[src/wtsa_pkg.sv]
// Shared types, codes and constant tables for the weighted tier scheduler.
// No dependencies.
package wtsa_pkg;

	localparam int QUEUE_DEPTH_DEF = 16;
	localparam int TAG_BITS_DEF    = 32;
	localparam int STAMP_BITS_DEF  = 16;

	localparam int WEIGHT_BITS = 4;
	localparam int AGE_BITS    = 15;
	localparam int CFG_IDX_BITS = 2;
	localparam int CFG_DATA_BITS = 15;
	localparam int POS_BITS    = 6;
	localparam int OUT_CNT_BITS = 6;

	typedef enum logic [1:0] {
		OP_ENQ  = 2'd0,
		OP_DEQ  = 2'd1,
		OP_TICK = 2'd2,
		OP_NOP  = 2'd3
	} op_t;

	typedef enum logic [2:0] {
		ST_ENQ   = 3'd0,
		ST_DROP  = 3'd1,
		ST_DEQ   = 3'd2,
		ST_EMPTY = 3'd3,
		ST_TICK  = 3'd4
	} st_t;

	localparam logic [1:0] TIER_CRIT = 2'd0;
	localparam logic [1:0] TIER_STD  = 2'd1;
	localparam logic [1:0] TIER_LOW  = 2'd2;

	localparam logic [1:0] REG_WCRIT = 2'd0;
	localparam logic [1:0] REG_WSTD  = 2'd1;
	localparam logic [1:0] REG_WLOW  = 2'd2;
	localparam logic [1:0] REG_AGE   = 2'd3;

	typedef struct packed {
		logic latch;
		logic enq;
		logic norm;
		logic walk;
		logic tick;
		logic prom_lo;
		logic prom_std;
	} cmd_t;

	typedef struct packed {
		op_t  op;
		logic total_zero;
		logic pos_ok;
		logic walk_hit;
		logic lo_can;
		logic std_can;
	} sts_t;

	typedef logic [3:0] tab_t [256];

	// gcd of two 4-bit values, index {a, b}
	function automatic tab_t build_gcd();
		tab_t r;
		int a;
		int b;
		for (int i = 0; i < 256; i++) begin
			a = i / 16;
			b = i % 16;
			while (b != 0) begin
				if (a >= b) a = a - b;
				else begin
					b = b - a;
					if (b == 0) b = 0;
				end
				if (a == 0) begin
					a = b;
					b = 0;
				end
			end
			r[i] = 4'(a);
		end
		return r;
	endfunction

	// quotient of 4-bit values, index {num, den}
	function automatic tab_t build_quo();
		tab_t r;
		int n;
		int d;
		int q;
		for (int i = 0; i < 256; i++) begin
			n = i / 16;
			d = i % 16;
			q = 0;
			if (d != 0) begin
				while (n >= d) begin
					n = n - d;
					q = q + 1;
				end
			end
			r[i] = 4'(q);
		end
		return r;
	endfunction

	localparam tab_t GCD_TAB = build_gcd();
	localparam tab_t QUO_TAB = build_quo();

endpackage

[src/wtsa_ctrl.sv]
// Sequencing state machine for the tier scheduler.
// Depends on wtsa_pkg; drives commands into wtsa_dp.
module wtsa_ctrl (
	input  logic              clk,
	input  logic              arst_n,
	input  logic              in_valid,
	output logic              in_ready,
	output logic              out_valid,
	input  logic              out_ready,
	input  wtsa_pkg::sts_t    sts,
	output wtsa_pkg::cmd_t    cmd
);
	import wtsa_pkg::*;

	typedef enum logic [9:0] {
		S_IDLE = 10'b0000000001,
		S_WAIT = 10'b0000000010,
		S_EXEC = 10'b0000000100,
		S_NORM = 10'b0000001000,
		S_WALK = 10'b0000010000,
		S_PL   = 10'b0000100000,
		S_PLW  = 10'b0001000000,
		S_PS   = 10'b0010000000,
		S_PSW  = 10'b0100000000,
		S_RESP = 10'b1000000000
	} state_t;

	state_t state_q, state_d;

	assign in_ready  = (state_q == S_IDLE);
	assign out_valid = (state_q == S_RESP);

	always_comb begin
		state_d = state_q;
		cmd = '0;
		case (state_q)
			S_IDLE: begin
				if (in_valid) begin
					cmd.latch = 1'b1;
					state_d = S_WAIT;
				end
			end
			S_WAIT: state_d = S_EXEC;
			S_EXEC: begin
				case (sts.op)
					OP_ENQ: begin
						cmd.enq = 1'b1;
						state_d = S_RESP;
					end
					OP_DEQ: state_d = sts.total_zero ? S_RESP : S_NORM;
					OP_TICK: begin
						cmd.tick = 1'b1;
						state_d = S_PL;
					end
					default: state_d = S_RESP;
				endcase
			end
			S_NORM: begin
				if (sts.pos_ok) state_d = S_WALK;
				else cmd.norm = 1'b1;
			end
			S_WALK: begin
				cmd.walk = 1'b1;
				if (sts.walk_hit) state_d = S_RESP;
			end
			S_PL: begin
				if (sts.lo_can) begin
					cmd.prom_lo = 1'b1;
					state_d = S_PLW;
				end else state_d = S_PS;
			end
			S_PLW: state_d = S_PL;
			S_PS: begin
				if (sts.std_can) begin
					cmd.prom_std = 1'b1;
					state_d = S_PSW;
				end else state_d = S_RESP;
			end
			S_PSW: state_d = S_PS;
			S_RESP: if (out_ready) state_d = S_IDLE;
			default: state_d = S_IDLE;
		endcase
	end

	always_ff @(posedge clk or negedge arst_n) begin
		if (!arst_n) state_q <= S_IDLE;
		else state_q <= state_d;
	end

endmodule

[src/wtsa_dp.sv]
// Datapath: tier memories, queue pointers, schedule, tick and result registers.
// Depends on wtsa_pkg; commanded by wtsa_ctrl.
module wtsa_dp #(
	parameter int QUEUE_DEPTH = wtsa_pkg::QUEUE_DEPTH_DEF,
	parameter int TAG_BITS    = wtsa_pkg::TAG_BITS_DEF,
	parameter int STAMP_BITS  = wtsa_pkg::STAMP_BITS_DEF
) (
	input  logic                                  clk,
	input  logic                                  arst_n,
	input  logic                                  cfg_we,
	input  logic [wtsa_pkg::CFG_IDX_BITS-1:0]     cfg_index,
	input  logic [wtsa_pkg::CFG_DATA_BITS-1:0]    cfg_data,
	input  logic [1:0]                            opcode,
	input  logic [1:0]                            tier_in,
	input  logic [TAG_BITS-1:0]                   tag_in,
	input  wtsa_pkg::cmd_t                        cmd,
	output wtsa_pkg::sts_t                        sts,
	output logic [2:0]                            status,
	output logic [TAG_BITS-1:0]                   tag_out,
	output logic [1:0]                            tier_out,
	output logic [wtsa_pkg::OUT_CNT_BITS-1:0]     promoted,
	output logic [wtsa_pkg::OUT_CNT_BITS-1:0]     occupancy
);
	import wtsa_pkg::*;

	localparam int AW = (QUEUE_DEPTH > 1) ? $clog2(QUEUE_DEPTH) : 1;
	localparam int CW = $clog2(QUEUE_DEPTH + 1);
	localparam int EW = TAG_BITS + STAMP_BITS;
	localparam int TW = CW + 2;
	localparam int CMPW = (STAMP_BITS > AGE_BITS) ? STAMP_BITS : AGE_BITS;

	logic [WEIGHT_BITS-1:0] wcrit_q, wstd_q, wlow_q;
	logic [AGE_BITS-1:0]    age_q;
	logic [WEIGHT_BITS-1:0] ra_q, rb_q, rc_q;
	logic [POS_BITS-1:0]    len_q, pos_q;
	logic [STAMP_BITS-1:0]  tick_q;

	op_t                    op_q;
	logic [1:0]             tier_q;
	logic [TAG_BITS-1:0]    tag_q;

	st_t                    status_q;
	logic [TAG_BITS-1:0]    tag_out_q;
	logic [1:0]             tier_out_q;
	logic [OUT_CNT_BITS-1:0] prom_q;

	logic [AW-1:0] head_q [3];
	logic [CW-1:0] cnt_q  [3];
	logic [EW-1:0] rd_q   [3];
	logic [EW-1:0] mem    [3][QUEUE_DEPTH];

	logic [AW-1:0] tail    [3];
	logic [AW-1:0] head_nx [3];
	logic [EW-1:0] wdat    [3];
	logic [2:0]    push, pop;

	always_ff @(posedge clk or negedge arst_n) begin
		if (!arst_n) begin
			wcrit_q <= WEIGHT_BITS'(1);
			wstd_q  <= WEIGHT_BITS'(1);
			wlow_q  <= WEIGHT_BITS'(1);
			age_q   <= AGE_BITS'(40);
		end else if (cfg_we) begin
			case (cfg_index)
				REG_WCRIT: wcrit_q <= cfg_data[WEIGHT_BITS-1:0];
				REG_WSTD:  wstd_q  <= cfg_data[WEIGHT_BITS-1:0];
				REG_WLOW:  wlow_q  <= cfg_data[WEIGHT_BITS-1:0];
				REG_AGE:   age_q   <= cfg_data[AGE_BITS-1:0];
				default: ;
			endcase
		end
	end

	// schedule weights reduced by their common divisor
	logic [WEIGHT_BITS-1:0] wa, wb, wc, g1, g;
	always_comb begin
		wa = (wcrit_q == '0) ? WEIGHT_BITS'(1) : wcrit_q;
		wb = (wstd_q == '0) ? WEIGHT_BITS'(1) : wstd_q;
		wc = (wlow_q == '0) ? WEIGHT_BITS'(1) : wlow_q;
		g1 = GCD_TAB[{wa, wb}];
		g  = GCD_TAB[{g1, wc}];
	end

	always_ff @(posedge clk) begin
		ra_q  <= QUO_TAB[{wa, g}];
		rb_q  <= QUO_TAB[{wb, g}];
		rc_q  <= QUO_TAB[{wc, g}];
		len_q <= POS_BITS'(QUO_TAB[{wa, g}]) + POS_BITS'(QUO_TAB[{wb, g}])
			+ POS_BITS'(QUO_TAB[{wc, g}]);
	end

	// queue pointers
	logic [AW+1:0] tsum [3];
	always_comb begin
		for (int t = 0; t < 3; t++) begin
			tsum[t] = (AW+2)'(head_q[t]) + (AW+2)'(cnt_q[t]);
			tail[t] = (tsum[t] >= (AW+2)'(QUEUE_DEPTH)) ?
				AW'(tsum[t] - (AW+2)'(QUEUE_DEPTH)) : tsum[t][AW-1:0];
			head_nx[t] = (head_q[t] == AW'(QUEUE_DEPTH - 1)) ? '0 : head_q[t] + 1'b1;
		end
	end

	logic [TW-1:0] total;
	assign total = TW'(cnt_q[0]) + TW'(cnt_q[1]) + TW'(cnt_q[2]);

	// head aging
	logic [STAMP_BITS-1:0] age_lo, age_std;
	logic lo_aged, std_aged, enq_ok;
	always_comb begin
		age_lo  = tick_q - rd_q[2][STAMP_BITS-1:0];
		age_std = tick_q - rd_q[1][STAMP_BITS-1:0];
		lo_aged  = (cnt_q[2] != '0) && (CMPW'(age_lo) >= CMPW'(age_q));
		std_aged = (cnt_q[1] != '0) && (CMPW'(age_std) >= CMPW'(age_q));
		enq_ok = (tier_q != 2'd3) && (cnt_q[tier_q] != CW'(QUEUE_DEPTH));
	end

	// schedule walk
	logic [1:0]          t_walk;
	logic [POS_BITS-1:0] pos_nx;
	logic                walk_hit;
	always_comb begin
		if (pos_q < POS_BITS'(ra_q)) t_walk = TIER_CRIT;
		else if (pos_q < POS_BITS'(ra_q) + POS_BITS'(rb_q)) t_walk = TIER_STD;
		else t_walk = TIER_LOW;
		pos_nx = (pos_q + 1'b1 == len_q) ? '0 : pos_q + 1'b1;
		walk_hit = (cnt_q[t_walk] != '0);
	end

	assign sts.op         = op_q;
	assign sts.total_zero = (total == '0);
	assign sts.pos_ok     = (pos_q < len_q);
	assign sts.walk_hit   = walk_hit;
	assign sts.lo_can     = lo_aged && (cnt_q[1] != CW'(QUEUE_DEPTH));
	assign sts.std_can    = std_aged && (cnt_q[0] != CW'(QUEUE_DEPTH));

	always_comb begin
		push = '0;
		pop  = '0;
		for (int t = 0; t < 3; t++) wdat[t] = {tag_q, tick_q};
		if (cmd.enq && enq_ok) push[tier_q] = 1'b1;
		if (cmd.walk && walk_hit) pop[t_walk] = 1'b1;
		if (cmd.prom_lo && sts.lo_can) begin
			pop[2]  = 1'b1;
			push[1] = 1'b1;
			wdat[1] = {rd_q[2][EW-1:STAMP_BITS], tick_q};
		end
		if (cmd.prom_std && sts.std_can) begin
			pop[1]  = 1'b1;
			push[0] = 1'b1;
			wdat[0] = {rd_q[1][EW-1:STAMP_BITS], tick_q};
		end
	end

	always_ff @(posedge clk or negedge arst_n) begin
		if (!arst_n) begin
			for (int t = 0; t < 3; t++) begin
				head_q[t] <= '0;
				cnt_q[t]  <= '0;
			end
		end else begin
			for (int t = 0; t < 3; t++) begin
				if (pop[t]) head_q[t] <= head_nx[t];
				if (push[t] && !pop[t]) cnt_q[t] <= cnt_q[t] + 1'b1;
				else if (pop[t] && !push[t]) cnt_q[t] <= cnt_q[t] - 1'b1;
			end
		end
	end

	always_ff @(posedge clk) begin
		for (int t = 0; t < 3; t++) begin
			if (push[t]) mem[t][tail[t]] <= wdat[t];
			rd_q[t] <= mem[t][head_q[t]];
		end
	end

	always_ff @(posedge clk or negedge arst_n) begin
		if (!arst_n) begin
			pos_q  <= '0;
			tick_q <= '0;
		end else begin
			if (cmd.norm) pos_q <= pos_q - len_q;
			else if (cmd.walk) pos_q <= pos_nx;
			if (cmd.tick) tick_q <= tick_q + 1'b1;
		end
	end

	always_ff @(posedge clk) begin
		if (cmd.latch) begin
			op_q       <= op_t'(opcode);
			tier_q     <= tier_in;
			tag_q      <= tag_in;
			status_q   <= ST_EMPTY;
			tag_out_q  <= '0;
			tier_out_q <= '0;
			prom_q     <= '0;
		end else begin
			if (cmd.enq) status_q <= enq_ok ? ST_ENQ : ST_DROP;
			if (cmd.walk && walk_hit) begin
				status_q   <= ST_DEQ;
				tag_out_q  <= rd_q[t_walk][EW-1:STAMP_BITS];
				tier_out_q <= t_walk;
			end
			if (cmd.tick) status_q <= ST_TICK;
			if ((cmd.prom_lo && sts.lo_can) || (cmd.prom_std && sts.std_can))
				prom_q <= prom_q + 1'b1;
		end
	end

	assign status    = status_q;
	assign tag_out   = tag_out_q;
	assign tier_out  = tier_out_q;
	assign promoted  = prom_q;
	assign occupancy = OUT_CNT_BITS'(total);

endmodule

[src/weighted_tier_scheduler_with_aging.sv]
// Top level of the weighted three-tier scheduler with aging.
// Depends on wtsa_pkg, wtsa_ctrl and wtsa_dp.
//
// Input channel (in_valid/in_ready) carries opcode, tier_in and tag_in:
// enqueue, dequeue or tick. Each transfer yields exactly one result on the
// output channel (out_valid/out_ready): status, tag_out, tier_out, promoted
// and occupancy. Configuration writes use cfg_valid/cfg_ready with cfg_index
// and cfg_data; cfg_ready is always high.
// One item is in flight at a time. An input transfer latches the item; a wait
// and an execute state follow. Enqueue, invalid opcode and empty dequeue then
// give the result; dequeue normalizes the schedule position, then walks slots
// until one hits a non-empty tier; tick promotes aged low heads to standard and
// then aged standard heads to critical, each promotion followed by a wait state.
// A new item is taken the cycle after the result transfer.
// Reset clears queue pointers, schedule position, tick count and restores
// the default weights and age limit; tier memories are not cleared.
// When the receiver stalls, the result holds and no input is taken.
module weighted_tier_scheduler_with_aging #(
	parameter int QUEUE_DEPTH = wtsa_pkg::QUEUE_DEPTH_DEF,
	parameter int TAG_BITS    = wtsa_pkg::TAG_BITS_DEF,
	parameter int STAMP_BITS  = wtsa_pkg::STAMP_BITS_DEF
) (
	input  logic                               clk,
	input  logic                               arst_n,
	input  logic                               cfg_valid,
	output logic                               cfg_ready,
	input  logic [wtsa_pkg::CFG_IDX_BITS-1:0]  cfg_index,
	input  logic [wtsa_pkg::CFG_DATA_BITS-1:0] cfg_data,
	input  logic                               in_valid,
	output logic                               in_ready,
	input  logic [1:0]                         opcode,
	input  logic [1:0]                         tier_in,
	input  logic [TAG_BITS-1:0]                tag_in,
	output logic                               out_valid,
	input  logic                               out_ready,
	output logic [2:0]                         status,
	output logic [TAG_BITS-1:0]                tag_out,
	output logic [1:0]                         tier_out,
	output logic [wtsa_pkg::OUT_CNT_BITS-1:0]  promoted,
	output logic [wtsa_pkg::OUT_CNT_BITS-1:0]  occupancy
);
	import wtsa_pkg::*;

	cmd_t cmd;
	sts_t sts;

	assign cfg_ready = 1'b1;

	wtsa_ctrl u_ctrl (
		.clk       (clk),
		.arst_n    (arst_n),
		.in_valid  (in_valid),
		.in_ready  (in_ready),
		.out_valid (out_valid),
		.out_ready (out_ready),
		.sts       (sts),
		.cmd       (cmd)
	);

	wtsa_dp #(
		.QUEUE_DEPTH (QUEUE_DEPTH),
		.TAG_BITS    (TAG_BITS),
		.STAMP_BITS  (STAMP_BITS)
	) u_dp (
		.clk       (clk),
		.arst_n    (arst_n),
		.cfg_we    (cfg_valid & cfg_ready),
		.cfg_index (cfg_index),
		.cfg_data  (cfg_data),
		.opcode    (opcode),
		.tier_in   (tier_in),
		.tag_in    (tag_in),
		.cmd       (cmd),
		.sts       (sts),
		.status    (status),
		.tag_out   (tag_out),
		.tier_out  (tier_out),
		.promoted  (promoted),
		.occupancy (occupancy)
	);

endmodule

[config.mk]
export PLATFORM = sky130hd
export DESIGN_NAME = weighted_tier_scheduler_with_aging
export DESIGN_NICKNAME = d
export VERILOG_FILES = /design/src/wtsa_pkg.sv /design/src/wtsa_ctrl.sv /design/src/wtsa_dp.sv /design/src/weighted_tier_scheduler_with_aging.sv
export SDC_FILE = /design/constraint.sdc
export NUM_CORES = 2
export LEC_CHECK = 0
export BUFFER_PORTS_ARGS = -buffer_cell sky130_fd_sc_hd__buf_2
export CAP_MARGIN = 25
export CORE_MARGIN = 2
export CORE_UTILIZATION = 57
export CTS_BUF_LIST = sky130_fd_sc_hd__clkbuf_8 sky130_fd_sc_hd__clkbuf_16
export CTS_CLUSTER_SIZE = 24
export DETAILED_ROUTE_END_ITERATION = 12
export PLACE_DENSITY = 0.76
export RECOVER_POWER = 100
export SLEW_MARGIN = 20
export SYNTH_ARGS = -nofsm -noshare
export SYNTH_HDL_FRONTEND = slang
export SYNTH_HIERARCHICAL = 1
export SYNTH_SLANG_ARGS = --single-unit
[constraint.sdc]
create_clock -name clk -period 9.3 [get_ports clk]
set_input_delay 0.93 -clock clk [delete_from_list [all_inputs] [get_ports clk]]
set_output_delay 0.93 -clock clk [all_outputs]
set_load 0.1 [all_outputs]
## Word level (Yosys, flattened, before mapping)

Memory sizes are Yosys's and may differ from the RTL's. A register that Yosys moved wholly into a read port is not among the register bits.
Index checks and enable logic that the tools add are counted.

| storage, ports and cells | value |
|---|---|
| bits in registers | 147 |
| latch bits | 0 |
| memory bits (writable) | 2448 |
| ROM bits | 5120 |
| output and inout port bits | 52 |
| logic and storage cells | 272 |
| memories | 7 |

| cells by class | value |
|---|---|
| $add $sub $neg | 26 |
| multiply operators | 0 |
| div/mod/pow operators | 0 |
| $lt $le $gt $ge | 28 |
| eq/ne operators | 27 |
| shift-type cells | 0 |
| multiplexer cells | 101 |
| bitwise logic cells | 13 |
| reductions and logical operators | 48 |

Memory list:

| memory | depth | width | read ports | clocked after memory_dff | write ports | line | RTL |
|---|---|---|---|---|---|---|---|
| u_dp.mem | 3 | 768 | 3 | 0 | 1 | wtsa_dp.sv:50 | `logic [EW-1:0] mem [3][QUEUE_DEPTH];` |
| (no name shown) | 256 | 4 | 1 | 0 | 0 | wtsa_dp.sv:88 | `len_q <= POS_BITS'(QUO_TAB[{wa, g}]) + POS_BITS'(QUO_TAB[{wb, g}])` |
| (no name shown) | 256 | 4 | 1 | 0 | 0 | wtsa_dp.sv:89 | `+ POS_BITS'(QUO_TAB[{wc, g}]);` |
| (no name shown) | 256 | 4 | 1 | 0 | 0 | wtsa_dp.sv:80 | `g1 = GCD_TAB[{wa, wb}];` |
| (no name shown) | 256 | 4 | 1 | 0 | 0 | wtsa_dp.sv:81 | `g = GCD_TAB[{g1, wc}];` |
| (no name shown) | 256 | 4 | 1 | 0 | 0 | wtsa_dp.sv:88 |  |
| +1 memories | - | - | - | - | - | - |  |

Operators by type and width:

| operator | count |
|---|---|
| $mux 768 | 7 |
| $reduce_or 768->1 | 2 |
| $bmux 48 s4 | 3 |
| $demux 48 s4 | 3 |
| $mux 48 | 11 |
| $pmux 10 s10 | 1 |
| $mux 4 | 19 |
| $mux 10 | 6 |
| $mux 5 | 10 |
| $ge 9x9->1 const B | 5 |
| $not 8->9 | 5 |
| $ge 16x15->1 | 2 |
| $sub 16x16->16 | 2 |
| $ge 5x5->1 const B | 6 |
| $not 4->5 | 6 |
| $mux 1 | 23 |
| $bmux 5 s2 | 2 |
| $logic_and 1x1->1 | 20 |
| $pmux 10 s2 | 1 |
| $add 4x5->6 | 3 |
| $ge 6x5->1 const B | 3 |
| $mux 6 | 3 |
| $add 16x1->16 const B | 1 |
| $add 5x1->5 const B | 3 |
| other kinds (47) | 96 |

## Depth between registers and ports, before layout

| depth | value |
|---|---|
| depth in word-level cells | 16 |
| mapped depth | 37 |
| depth with buffers taken out | 36 |

## Cells and area by module

Netlist, hierarchy kept.

By module, submodules not included:

| module | times used | cells each | area each (sq um) | sequential area each (sq um) |
|---|---|---|---|---|
| wtsa_dp | 1 | 4601 | 93438.4 | 68191.7 |
| wtsa_ctrl | 1 | 83 | 770.7 | 251.5 |
| weighted_tier_scheduler_with_aging | 1 | 2 | 11.3 | 0.0 |

## Least setup slack after synthesis

No wires, ideal clock.

| path | value |
|---|---|
| kind | register -> register |
| from | reg u_dp.tick_q[0] |
| to | mem u_dp/mem[0][1104] (netlist name) (enable) |
| setup time | 0.572 ns |
| data arrival time | 9.447 ns |
| slack | -0.719 ns |
| stages on the path, launching flop included | 28 |
| period minus slack after synthesis | 10.019 ns |
| cell sequence | dfrtp_1 > inv_1 > ha_1 > inv_1 > fa_1 > a21o_1 > a21oi_1 > o21ai_0 > a21oi_1 > o21bai_1 > a21oi_1 > o21bai_1 > a21oi_1 > o21ai_0 > or4_1 > nand4_1 > ha_1 > nand4_1 > nor3_1 > a211oi_1 > nor3b_1 > inv_1 > nor2_1 > nand3b_1 > nor2_1 > clkbuf_1 > nor2_1 > nor4_1 |

RTL lines:

| element | line | RTL |
|---|---|---|
| start, declared | wtsa_dp.sv:36 | `logic [STAMP_BITS-1:0] tick_q;` |
| start signal, assigned | wtsa_dp.sv:183 | `if (cmd.tick) tick_q <= tick_q + 1'b1;` |
| end, declared | wtsa_dp.sv:50 |  |

## Worst setup path in the final report

| path | value |
|---|---|
| from | reg u_dp.ra_q[0] |
| to | reg u_dp.tag_out_q[28] (netlist: u_dp/tag_out[28]), read port of u_dp.rd_q |

| on the way | value |
|---|---|
| word-level cells in the longest chain between the ends | 10 |

Ends and longest elaborated chain:

| element | line | RTL |
|---|---|---|
| start, declared | wtsa_dp.sv:34 | `logic [WEIGHT_BITS-1:0] ra_q, rb_q, rc_q;` |
| $add 4x4->5 | wtsa_dp.sv:123 | `else if (pos_q < POS_BITS'(ra_q) + POS_BITS'(rb_q)) t_walk = TIER_STD;` |
| $lt 6x6->1 | wtsa_dp.sv:123 |  |
| $mux 2 | wtsa_dp.sv:123 |  |
| $mux 2 * | wtsa_dp.sv:122 | `if (pos_q < POS_BITS'(ra_q)) t_walk = TIER_CRIT;` |
| $not 2->3 (not written as such) | wtsa_dp.sv:126 | `walk_hit = (cnt_q[t_walk] != '0);` |
| $bmux 5 s2 | wtsa_dp.sv:126 |  |
| $mux 5 (not written as such) (2 in series) | wtsa_dp.sv:126 |  |
| $reduce_bool 5->1 | wtsa_dp.sv:126 |  |
| $logic_and 1x1->1 | wtsa_dp.sv:198 | `if (cmd.walk && walk_hit) begin` |
| end, declared | wtsa_dp.sv:43 | `logic [TAG_BITS-1:0] tag_out_q;` |

Mark *: on every way between the ends. The rest lies on a longest branch, timed or not. The select of a mux whose other input is x is not followed.
A chain may end at the register's enable or synchronous reset.

==> results.cfg <==
[placement]
dp_slack_ns = 1.27
globalplace.congestion = 0.879
dp.cells = 6868
place_hpwl_um = 130000
io_buffer_count = 108

[power]
report.power.total_mw = 23.8
ir_drop_mv = 0.288
powerDensity_nw_per_um2 = 228
p_leak_nw = 34.4

[synthesis]
synth_ff_type = edfxtp_1
ys_seq_area_share_pct = 72.6
synth_top_area_share_pct = 66.4
ys_types = 107
syn_area_um2 = 94200
syn_nets = 4885
netlist_instances = 4686
synth-edff-count = 2084
ys_ff_latch = 2355
synth.area.top_cells = edfxtp_1 (66%), mux4_2 (15%), dfxtp_1 (3.9%)
synth_top_area_cell = edfxtp_1
yosysWarnings = 6
synthArstFlopShare_pct = 3.65
syn_avg_cell_area_um2 = 20.1

[layout]
nFillCells = 10700
layout_commonest_cell = edfxtp_1
fin_cells = 7303
layout.nets = 5102
final_cell_mix = edfxtp_1 (2084), mux4_2 (642), clkbuf_16 (221), inv_1 (187), dfxtp_1 (185)
area_delta_synth_final_pct = 10.9
drive_gt1_share_pct = 23.2

[die]
placementRows = 149
dieWidth_um = 411
start_util_pct = 57.2
ios = 110
die_area_um2 = 169000
core-area_um2 = 165000
die_h_um = 411

[routing]
vias_per_cell = 6.60
vias = 48200
routedWlPerCell_um = 31.4
drc = 0
ant_nets = 0
first_pass_iters = 5
drt_iter0_drc = 7003
routed_wl_um = 229000

[hold_path]
hold_class = input port to flip-flop
min_path_cells = 1

[clocking]
cts_tree = done
path_clk_slew_ns = 0.06
cts_max_level = 4
clock_sinks = 2355
cts_root_buf = clkbuf_16
post_cts_buffers = 0
ctsHoldBuffers = 0
clock_latency_ns = 0.86
numCtsBuffers = 217
clockBufferDepth = 3
cts-resized-gates = 0

[setup_path]
worstSetupEndpointType = flip-flop
path_max_fanout = 40
slowest_delay_ns = 2.68
reg2reg_depth = 16
critical_path.slowest_cell = clkbuf_1
worstPathCellList = ha_1 > fa_1 > inv_1 > ha_1 > a21o_1 > a21o_1 > a21oi_1 > o21ai_4 > clkbuf_1 > a211oi_1 > o21ai_4 > buf_4 > clkbuf_1 > a211oi_1 > a21oi_1 > nor2_1
arrival_ns = 9.05
start_kind = flip-flop
crit_type = flip-flop to flip-flop
cp.required_ns = 9.89

[run]
cap_violations = 52

[global_route]
grt_max_degree = 70
grt_overflow_total = 0
grt_pass1_wl_um = 332000
grtUsageTotal_pct = 27.4
antenna_found_initial = 9
grt_pass1_vias = 47900

[status]
outcome = finished with violations
violations = capacitance limit, slew limit

[sta]
worst_slew_pin_slew_ns = 4.76
finalMaxSlewViolations = 1746
setup_tns_ns = 0
fmax_ghz = 0.118
setup_viol = 0
fin_crit_ns = 8.46
period_share_pct = 90.9
hold_viol = 0
setup_ws_ns = 0.844
final.setup_skew_ns = 0.0380
rsz0062_at_grt = false
slew_headroom_pct = -217
logic make-up after synthesis:
group / Yosys count / share of synthesized area, %
compound gates: 409 / 2.97
xor+xnor: 97 / 0.902
fa+ha+maj: 142 / 2.05
buf+inv: 359 / 1.52
flops: 2355 / 72.6
mux: 783 / 17.0
other cells: 1 / 0.00398
simple gates: 540 / 2.92
path summary, 6_finish.rpt:
check / slack, ns / from / end
setup / recovery: 0.84 / u_dp/ra_q[0] / u_dp/tag_out[28]
hold / removal: 0.25 / tag_in[23] / u_dp/tag_q[23]
setup reg to reg: 0.84 / u_dp/ra_q[0] / u_dp/tag_out[28]
hold reg to reg: 0.49 / u_dp/tag_out[14] / u_dp/tag_out[14]
max in group asynchronous: 4.36 / arst_n / u_dp/head_q[5]
min in group asynchronous: 0.98 / arst_n / u_dp/wlow_q[2]
registers in the layout, summed over array words and instances (netlist names), 6 cells and up:
name	count
u_dp/mem	2048
u_dp/rd_q	128
u_dp/tag_out	32
u_dp/tag_q	32
u_dp/tick_q	16
u_dp/age_q	15
u_dp/cnt_q	15
u_dp/head_q	12
u_ctrl/state_q	10
u_dp/len_q	6
u_dp/pos_q	6
u_dp/promoted	6
critical path: cells and delay by family, from the launching register on:
family	cells	cell delay, ns
adder cells (fa/ha/maj)	3	0.98
AND/OR/NAND/NOR	1	0.06
AO/OA/AOI/OAI	8	1.94
flip-flops	1	0.31
buffers and inverters	4	4.87
through the flow:
step	hold WS [ns]	util (%)	area, µm²
floorplan	0.479	-	94200
finish	0.249	63.5	105000
detailed placement	0.473	59.5	98000
CTS	0.0616	63.9	105000
global route	0.222	63.5	104000
global placement	0.464	59.4	97800
power by group:
part	total [mW]	internal [mW]	switching, mW
registers	12.5	12.0	0.414
logic	2.65	0.898	1.76
clock network	8.71	4.88	3.83
routing by layer:
layer	vias to the layer above	wire, µm	GRT usage (%)
met5	-	0	0
met2	2880	109000	43.2
met3	438	24100	5.24
met4	0	8550	9.17
met1	25200	87300	39.1
li1	19700	-	-
cells in the mapped netlist, drive strengths merged, types with 31 or more instances:
master,number
edfxtp,2084
mux4,642
nor2,191
dfxtp,185
clkbuf,158
inv,126
ha,120
a21oi,113
mux2,102
nand2,89
dfrtp,80
o21ai,74
buf,73
xnor2,67
a211oi,49
nor3,45
a21o,41
mux2i,39
nor4,38
nand3,31
layout make-up:
cell class / instances / area (µm²) / share of cell area, %
flip-flops and latches: 2355 / 68500 / 65.5
multi-input cells: 1972 / 24500 / 23.5
clock buffers: 263 / 6110 / 5.85
well taps: 2189 / 2740 / 2.62
repair buffers: 229 / 1140 / 1.09
clock inverters: 153 / 1010 / 0.969
inverters: 128 / 480 / 0.460
diodes: 14 / 35.0 / 0.0335
Power figures use the tool's default switching activity.
